## src/rtl/lis_pkg.sv

```systemverilog
// ----------------------------------------------------------------------------
// lis_pkg
// Shared sizes, codes and controller/datapath command and status types for
// the LIS membership classifier.
// ----------------------------------------------------------------------------
package lis_pkg;

  localparam int MAX_ELEMENTS = 1024;
  localparam int MAX_VALUE    = 1024;

  localparam int LEAVES     = MAX_VALUE + 1;
  localparam int TREE_DEPTH = 2 * LEAVES;

  localparam int EW   = $clog2(MAX_ELEMENTS);      // element address
  localparam int CW   = $clog2(MAX_ELEMENTS + 1);  // element count
  localparam int LENW = CW;                        // subsequence length
  localparam int VW   = $clog2(MAX_VALUE + 1);     // stored value
  localparam int TW   = $clog2(TREE_DEPTH);        // tree node address

  // input field widths
  localparam int VALUE_W = 11;
  localparam int INDEX_W = 10;
  localparam int LISL_W  = 11;

  localparam logic KIND_LOAD = 1'b0;
  localparam logic KIND_READ = 1'b1;

  localparam logic [1:0] CAT_NONE = 2'd0;
  localparam logic [1:0] CAT_SOME = 2'd1;
  localparam logic [1:0] CAT_ALL  = 2'd2;

  typedef enum logic [4:0] {
    OP_NONE      = 5'd0,
    OP_LOAD      = 5'd1,
    OP_READ      = 5'd2,
    OP_OUT       = 5'd3,
    OP_CLR       = 5'd4,
    OP_INIT      = 5'd5,
    OP_ELEM_RD   = 5'd6,
    OP_ELEM_WT   = 5'd7,
    OP_RD_L      = 5'd8,
    OP_RD_R      = 5'd9,
    OP_SHIFT     = 5'd10,
    OP_ACC_RD_R  = 5'd11,
    OP_ACC_SHIFT = 5'd12,
    OP_WR        = 5'd13,
    OP_U_LEAF    = 5'd14,
    OP_U_RDL     = 5'd15,
    OP_U_RDR     = 5'd16,
    OP_U_WR      = 5'd17,
    OP_NEXT      = 5'd18,
    OP_T_RD      = 5'd19,
    OP_T_WT      = 5'd20,
    OP_FINISH    = 5'd21
  } op_t;

  typedef enum logic [2:0] {
    SW_END       = 3'd0,
    SW_START     = 3'd1,
    SW_THROUGH   = 3'd2,
    SW_RIVAL_FWD = 3'd3,
    SW_RIVAL_BWD = 3'd4
  } sweep_t;

  typedef struct packed {
    op_t    op;
    sweep_t sweep;
  } cmd_t;

  typedef struct packed {
    logic clr_done;
    logic l_lt_r;
    logic l_odd;
    logic r_odd;
    logic p_root;
    logic last_elem;
    logic out_busy;
  } sts_t;

  function automatic logic [LENW-1:0] len_max(input logic [LENW-1:0] a,
                                              input logic [LENW-1:0] b);
    return (a > b) ? a : b;
  endfunction

endpackage

```

## src/rtl/lis_ctrl.sv

```systemverilog
// ----------------------------------------------------------------------------
// lis_ctrl
// Sequencer: input handshake, tree clear passes, query and update walks
// and the order of the sweeps.
// ----------------------------------------------------------------------------
module lis_ctrl import lis_pkg::*; (
  input  logic clk,
  input  logic rst,
  input  logic in_valid,
  input  logic in_kind,
  input  logic in_last,
  input  sts_t sts,
  output cmd_t cmd,
  output logic in_ready
);

  typedef enum logic [16:0] {
    ST_IDLE    = 17'b00000000000000001,
    ST_RD      = 17'b00000000000000010,
    ST_CLR     = 17'b00000000000000100,
    ST_INIT    = 17'b00000000000001000,
    ST_ELEM_RD = 17'b00000000000010000,
    ST_ELEM_WT = 17'b00000000000100000,
    ST_Q_TOP   = 17'b00000000001000000,
    ST_Q_LW    = 17'b00000000010000000,
    ST_Q_RW    = 17'b00000000100000000,
    ST_WR      = 17'b00000001000000000,
    ST_U_LEAF  = 17'b00000010000000000,
    ST_U_RDL   = 17'b00000100000000000,
    ST_U_RDR   = 17'b00001000000000000,
    ST_U_WR    = 17'b00010000000000000,
    ST_NEXT    = 17'b00100000000000000,
    ST_T_RD    = 17'b01000000000000000,
    ST_T_WT    = 17'b10000000000000000
  } state_t;

  state_t state, state_next;
  sweep_t sweep, sweep_next;
  op_t    op;

  assign in_ready  = (state == ST_IDLE);
  assign cmd.op    = op;
  assign cmd.sweep = sweep;

  always_comb begin
    state_next = state;
    sweep_next = sweep;
    op         = OP_NONE;
    case (state)
      ST_IDLE: begin
        if (in_valid) begin
          if (in_kind == KIND_READ) begin
            op         = OP_READ;
            state_next = ST_RD;
          end else begin
            op = OP_LOAD;
            if (in_last) begin
              sweep_next = SW_END;
              state_next = ST_CLR;
            end
          end
        end
      end
      ST_RD: begin
        if (!sts.out_busy) begin
          op         = OP_OUT;
          state_next = ST_IDLE;
        end
      end
      ST_CLR: begin
        op = OP_CLR;
        if (sts.clr_done) state_next = ST_INIT;
      end
      ST_INIT: begin
        op         = OP_INIT;
        state_next = (sweep == SW_THROUGH) ? ST_T_RD : ST_ELEM_RD;
      end
      ST_ELEM_RD: begin
        op         = OP_ELEM_RD;
        state_next = ST_ELEM_WT;
      end
      ST_ELEM_WT: begin
        op         = OP_ELEM_WT;
        state_next = ST_Q_TOP;
      end
      ST_Q_TOP: begin
        if (!sts.l_lt_r) begin
          state_next = ST_WR;
        end else if (sts.l_odd) begin
          op         = OP_RD_L;
          state_next = ST_Q_LW;
        end else if (sts.r_odd) begin
          op         = OP_RD_R;
          state_next = ST_Q_RW;
        end else begin
          op = OP_SHIFT;
        end
      end
      ST_Q_LW: begin
        if (sts.r_odd) begin
          op         = OP_ACC_RD_R;
          state_next = ST_Q_RW;
        end else begin
          op         = OP_ACC_SHIFT;
          state_next = ST_Q_TOP;
        end
      end
      ST_Q_RW: begin
        op         = OP_ACC_SHIFT;
        state_next = ST_Q_TOP;
      end
      ST_WR: begin
        op         = OP_WR;
        state_next = ST_U_LEAF;
      end
      ST_U_LEAF: begin
        op         = OP_U_LEAF;
        state_next = ST_U_RDL;
      end
      ST_U_RDL: begin
        op         = OP_U_RDL;
        state_next = ST_U_RDR;
      end
      ST_U_RDR: begin
        op         = OP_U_RDR;
        state_next = ST_U_WR;
      end
      ST_U_WR: begin
        op         = OP_U_WR;
        state_next = sts.p_root ? ST_NEXT : ST_U_RDL;
      end
      ST_NEXT: begin
        if (!sts.last_elem) begin
          op         = OP_NEXT;
          state_next = ST_ELEM_RD;
        end else begin
          case (sweep)
            SW_END: begin
              sweep_next = SW_START;
              state_next = ST_CLR;
            end
            SW_START: begin
              sweep_next = SW_THROUGH;
              state_next = ST_INIT;
            end
            SW_RIVAL_FWD: begin
              sweep_next = SW_RIVAL_BWD;
              state_next = ST_CLR;
            end
            default: begin
              op         = OP_FINISH;
              state_next = ST_IDLE;
            end
          endcase
        end
      end
      ST_T_RD: begin
        op         = OP_T_RD;
        state_next = ST_T_WT;
      end
      ST_T_WT: begin
        op = OP_T_WT;
        if (sts.last_elem) begin
          sweep_next = SW_RIVAL_FWD;
          state_next = ST_CLR;
        end else begin
          state_next = ST_T_RD;
        end
      end
      default: begin
        state_next = ST_IDLE;
      end
    endcase
  end

  always_ff @(posedge clk) begin
    if (rst) begin
      state <= ST_IDLE;
      sweep <= SW_END;
    end else begin
      state <= state_next;
      sweep <= sweep_next;
    end
  end

endmodule

```

## config.mk

```make
export PLATFORM = sky130hd
export DESIGN_NAME = lis_ctrl
export DESIGN_NICKNAME = d
export VERILOG_FILES = /design/src/rtl/lis_pkg.sv /design/src/rtl/lis_ctrl.sv
export SDC_FILE = /design/constraint.sdc
export NUM_CORES = 1
export LEC_CHECK = 0
export BUFFER_PORTS_ARGS = -buffer_cell sky130_fd_sc_hd__buf_2
export CORE_MARGIN = 3
export CORE_UTILIZATION = 40
export DETAILED_ROUTE_END_ITERATION = 7
export MAX_ROUTING_LAYER = met4
export PLACE_DENSITY_LB_ADDON = 0.08
export RECOVER_POWER = 25
export SLEW_MARGIN = 20
export SYNTH_ARGS = -nofsm -noshare
export SYNTH_HDL_FRONTEND = slang
export SYNTH_SLANG_ARGS = --single-unit
```

## constraint.sdc

```tcl
create_clock -name clk -period 6 [get_ports clk]
set_input_delay 1.5 -clock clk [delete_from_list [all_inputs] [get_ports clk]]
set_output_delay 1.5 -clock clk [all_outputs]
set_load 0.05 [all_outputs]
```

Yosys cells after proc, flatten, opt, wreduce, memory -nomap -nowiden --
Cells that the tools add are included.
Operators by class: muxes and demuxes 32, equal/unequal tests 30, reduce and logical (&&, ||, !) cells 7
Operators with widths (number):
- $pmux 17 s16 | 1
- $mux 17 | 8
- $pmux 5 s17 | 1
- $mux 16 | 2
- $mux 3 | 6
- $pmux 3 s3 | 2
- $eq 17x1->1 const B | 1
- $eq 17x10->1 const B | 1
- $eq 17x11->1 const B | 1
- $eq 17x12->1 const B | 1
- $eq 17x13->1 const B | 1
- $eq 17x14->1 const B | 1
- $eq 17x15->1 const B | 1
- $eq 17x16->1 const B | 1
- $eq 17x17->1 const B | 1
- $eq 17x2->1 const B | 1
- $eq 17x3->1 const B | 1
- $eq 17x4->1 const B | 1
- $eq 17x5->1 const B | 1
- $eq 17x6->1 const B | 1
- $eq 17x7->1 const B | 1
- $eq 17x8->1 const B | 1
- $eq 17x9->1 const B | 1
- $mux 15 | 1
- 16 further kinds | 31
Word-level totals: logic and storage cells 71, bits in registers 20, output and inout bits 9, bits of input ports 12

Logic depth before layout (Yosys ltp) --
word-level depth 5, mapped depth 8, mapped depth without buffers 7

Worst setup path after synthesis --
Ideal clock, no wire load.
path kind input to output, from input sts[5] (netlist bit), to output cmd[3] (netlist bit), buffers on the path 0, setup slack 1890 ps, arrival 2610 ps, data required time 4500 ps, cell stages on the path 5, cell sequence and3_1 -> nand2_1 -> nor2_1 -> a211o_1 -> or3_1
RTL lines:
- start: declaration | RTL line lis_ctrl.sv:12 | input sts_t sts,
- end: declaration | RTL line lis_ctrl.sv:13 | output cmd_t cmd,

==> flow_metrics.py <==
metrics = {
    "timing": {
        "period_needed_ps": 4930,
        "hold_slack_ps": 567,
        "max_slew_margin_pct": 9.05,
        "fmax_mhz": 203,
        "fin_ws_ps": 1070,
        "finalHoldViolations": 0,
        "worstMarginPinSlew_ps": 1350,
        "fin_skew_ps": 4.42,
        "rsz0062_at_grt": "false",
        "slew_viol_final": 0,
        "fin_crit_sh_pct": 82.1,
        "fin_tns_setup_ps": 0,
        "finalSetupViolCount": 0,
    },
    "critical_path": {
        "crit_chain": "nor4_1, nand4_1, or4b_2, nand2_1, a211o_1, or3_1, buf_2",
        "crit_cells": 7,
        "critPathBufInv": 1,
        "ff2ff_path_depth": 6,
        "cpMaxStageDelayCell": "nor4_1",
        "endpoint_kind": "output port",
        "crit_type": "flip-flop to output port",
        "crit_path_max_incr_delay_ps": 1140,
        "critPathArrivalTime_ps": 3430,
        "crit_family": "simple AND/OR/NAND/NOR gates",
        "cp_data_required_time_ps": 4500,
        "cp-start-kind": "flip-flop",
        "path_max_fanout": 9,
    },
    "place": {
        "gp_congestion": 0.913,
        "dpl.hpwl_um": 3320,
        "port_buffers": 20,
        "place_ws_ps": 1700,
        "placed_cell_area_um2": 1620,
    },
    "status": {
        "status": "finished clean",
    },
    "route": {
        "via_count": 1522,
        "routed_via_density": 6.16,
        "drcViolationCount": 0,
        "avgRoutedWirePerCell_um": 17.4,
        "drt_iter0_drc": 187,
        "firstDrtPassIters": 4,
        "wl_um": 4300,
        "antenna_left": 0,
    },
    "cells_and_area": {
        "fillers": 347,
        "antennaDiodeCount": 0,
        "drive_gt1_share_pct": 19.4,
        "fin_nets": 215,
        "most-common-layout-cells": "22 x nor2_1, 20 x dfxtp_1, 19 x buf_2",
        "area_delta_synth_final_pct": 11.9,
        "layout_commonest_cell": "nor2_1",
        "final_cell_area_um2": 1650,
    },
    "floorplan": {
        "rows": 21,
        "core-area_um2": 3440,
        "die_w_um": 66.6,
        "die_area_um2": 4440,
        "die_y_um": 66.6,
        "io_pins": 21,
        "start_util_pct": 42.7,
    },
    "yosys": {
        "syn_avg_cell_area_um2": 8.17,
        "synth-main-ff-cell": "dfxtp_1",
        "syn_nets": 192,
        "async_flop_share_pct": 0,
        "ys_types": 53,
        "synth.area.top_cells": "dfxtp_1 27%, nor4_4 5.8%, nor2_1 5.6%",
        "synth_edf_count": 0,
        "yosysTopAreaCell": "dfxtp_1",
        "yosysSeqAreaShare_pct": 27.2,
        "synth_seq_cells": 20,
        "synth_top_area_share_pct": 27.2,
        "synthesis.area_um2": 1470,
        "yosysWarnings": 0,
        "postSynthCellCount": 180,
    },
    "grt": {
        "overflow": 0,
        "antenna_found_initial": 0,
        "grt_pass1_wl_um": 7380,
        "grt_pass1_vias": 1500,
        "grt_start_max_net_pins": 15,
        "gr-usage-all-layers_pct": 22.2,
    },
    "power": {
        "total_power_w": 0.000418,
        "leakage_nw": 0.647,
        "cellPowerDensity_nw_per_um2": 254,
        "ir_worst_vdd_mv": 0.138,
    },
    "cts": {
        "cts_resized": 0,
        "clockBufferDepth": 2,
        "clk_pin_slew_ps": 70,
        "holdBufCountCts": 0,
        "cts-root-buf": "clkbuf_8",
        "post_cts_buffers": 0,
        "cts_sinks": 20,
        "clk_latency_ps": 260,
        "cts.htree.levels": 1,
        "cts_made_buffers": 3,
        "cts_tree": "done",
    },
    "job": {
        "max_cap_viol_count": 0,
    },
    "worst_hold_path": {
        "min_path_cells": 2,
        "hp-class": "flip-flop to flip-flop",
    },
}
[cell families after synthesis]
kind of cell | count (synthesis) | synth area share [%]
AND/OR/NAND/NOR | 107 | 47.6
AO/OA/AOI/OAI | 35 | 18.6
flip-flops | 20 | 27.2
buffers and inverters | 12 | 3.06
XOR/XNOR | 6 | 3.57
[metal layers]
metal  up-vias  global-route usage [%]  share of wire [%]
met2        55                    33.0                 44
met1       715                    31.0                 46
met4         0                    8.63                2.4
met5         -                       -                  0
li1        742                       -                  -
met3        10                    2.02                6.9
[metrics by stage]
step | instances | utilization (%)
6_report | 247 | 47.8
5_1_grt | 247 | 47.8
4_1_cts | 247 | 48.3
3_5_place_dp | 244 | 47.1
3_3_place_gp | 244 | 47.1
2_1_floorplan | 180 | -
[flip-flops by register name, indices dropped and copies added, names as in the netlist]
register and count:
sweep 3, state 17
[worst register-to-register path: stages (launching register included)]
cell,delay (ps)
dfxtp_1,390
nor4_1,1140
nand4_2,340
or2_1,340
o2111ai_2,440
o32a_1,210
nor2_1,40
[cell type report]
cell class	count	area, um2	area share (%)
Sequential cell	20	400	24.3
Tap cell	46	57.6	3.50
Inverter	10	37.5	2.28
Multi-Input combinational cell	148	1010	61.4
Timing Repair Buffer	20	98.8	6.01
Clock buffer	3	41.3	2.51
[power by group]
group / switching [W] / total, W / internal (W)
sequential: 0.0000164 / 0.000157 / 0.000140
combinational: 0.000113 / 0.000173 / 0.0000596
clock: 0.0000440 / 0.0000888 / 0.0000448
total: 0.000173 / 0.000418 / 0.000245
[cells in the mapped netlist, drive strengths merged (3+ instances only)]
library cell,n
a21oi,8
a32oi,3
and3,6
dfxtp,20
inv,10
nand2,12
nand2b,3
nand3,6
nand4,6
nor2,22
nor2b,4
nor3,7
nor3b,3
nor4,7
nor4b,3
o2111ai,3
or2,4
or3,6
or4,5
or4b,5
xor2,5
[path summary, 6_finish.rpt]
check / endpoint / startpoint / slack [ps]
setup / recovery: cmd[3] / state[5] / 1070
hold / removal: state[12] / state[11] / 570
setup reg to reg: state[1] / state[5] / 2990
hold reg to reg: state[12] / state[11] / 570
(Power assumes the default switching activity.)
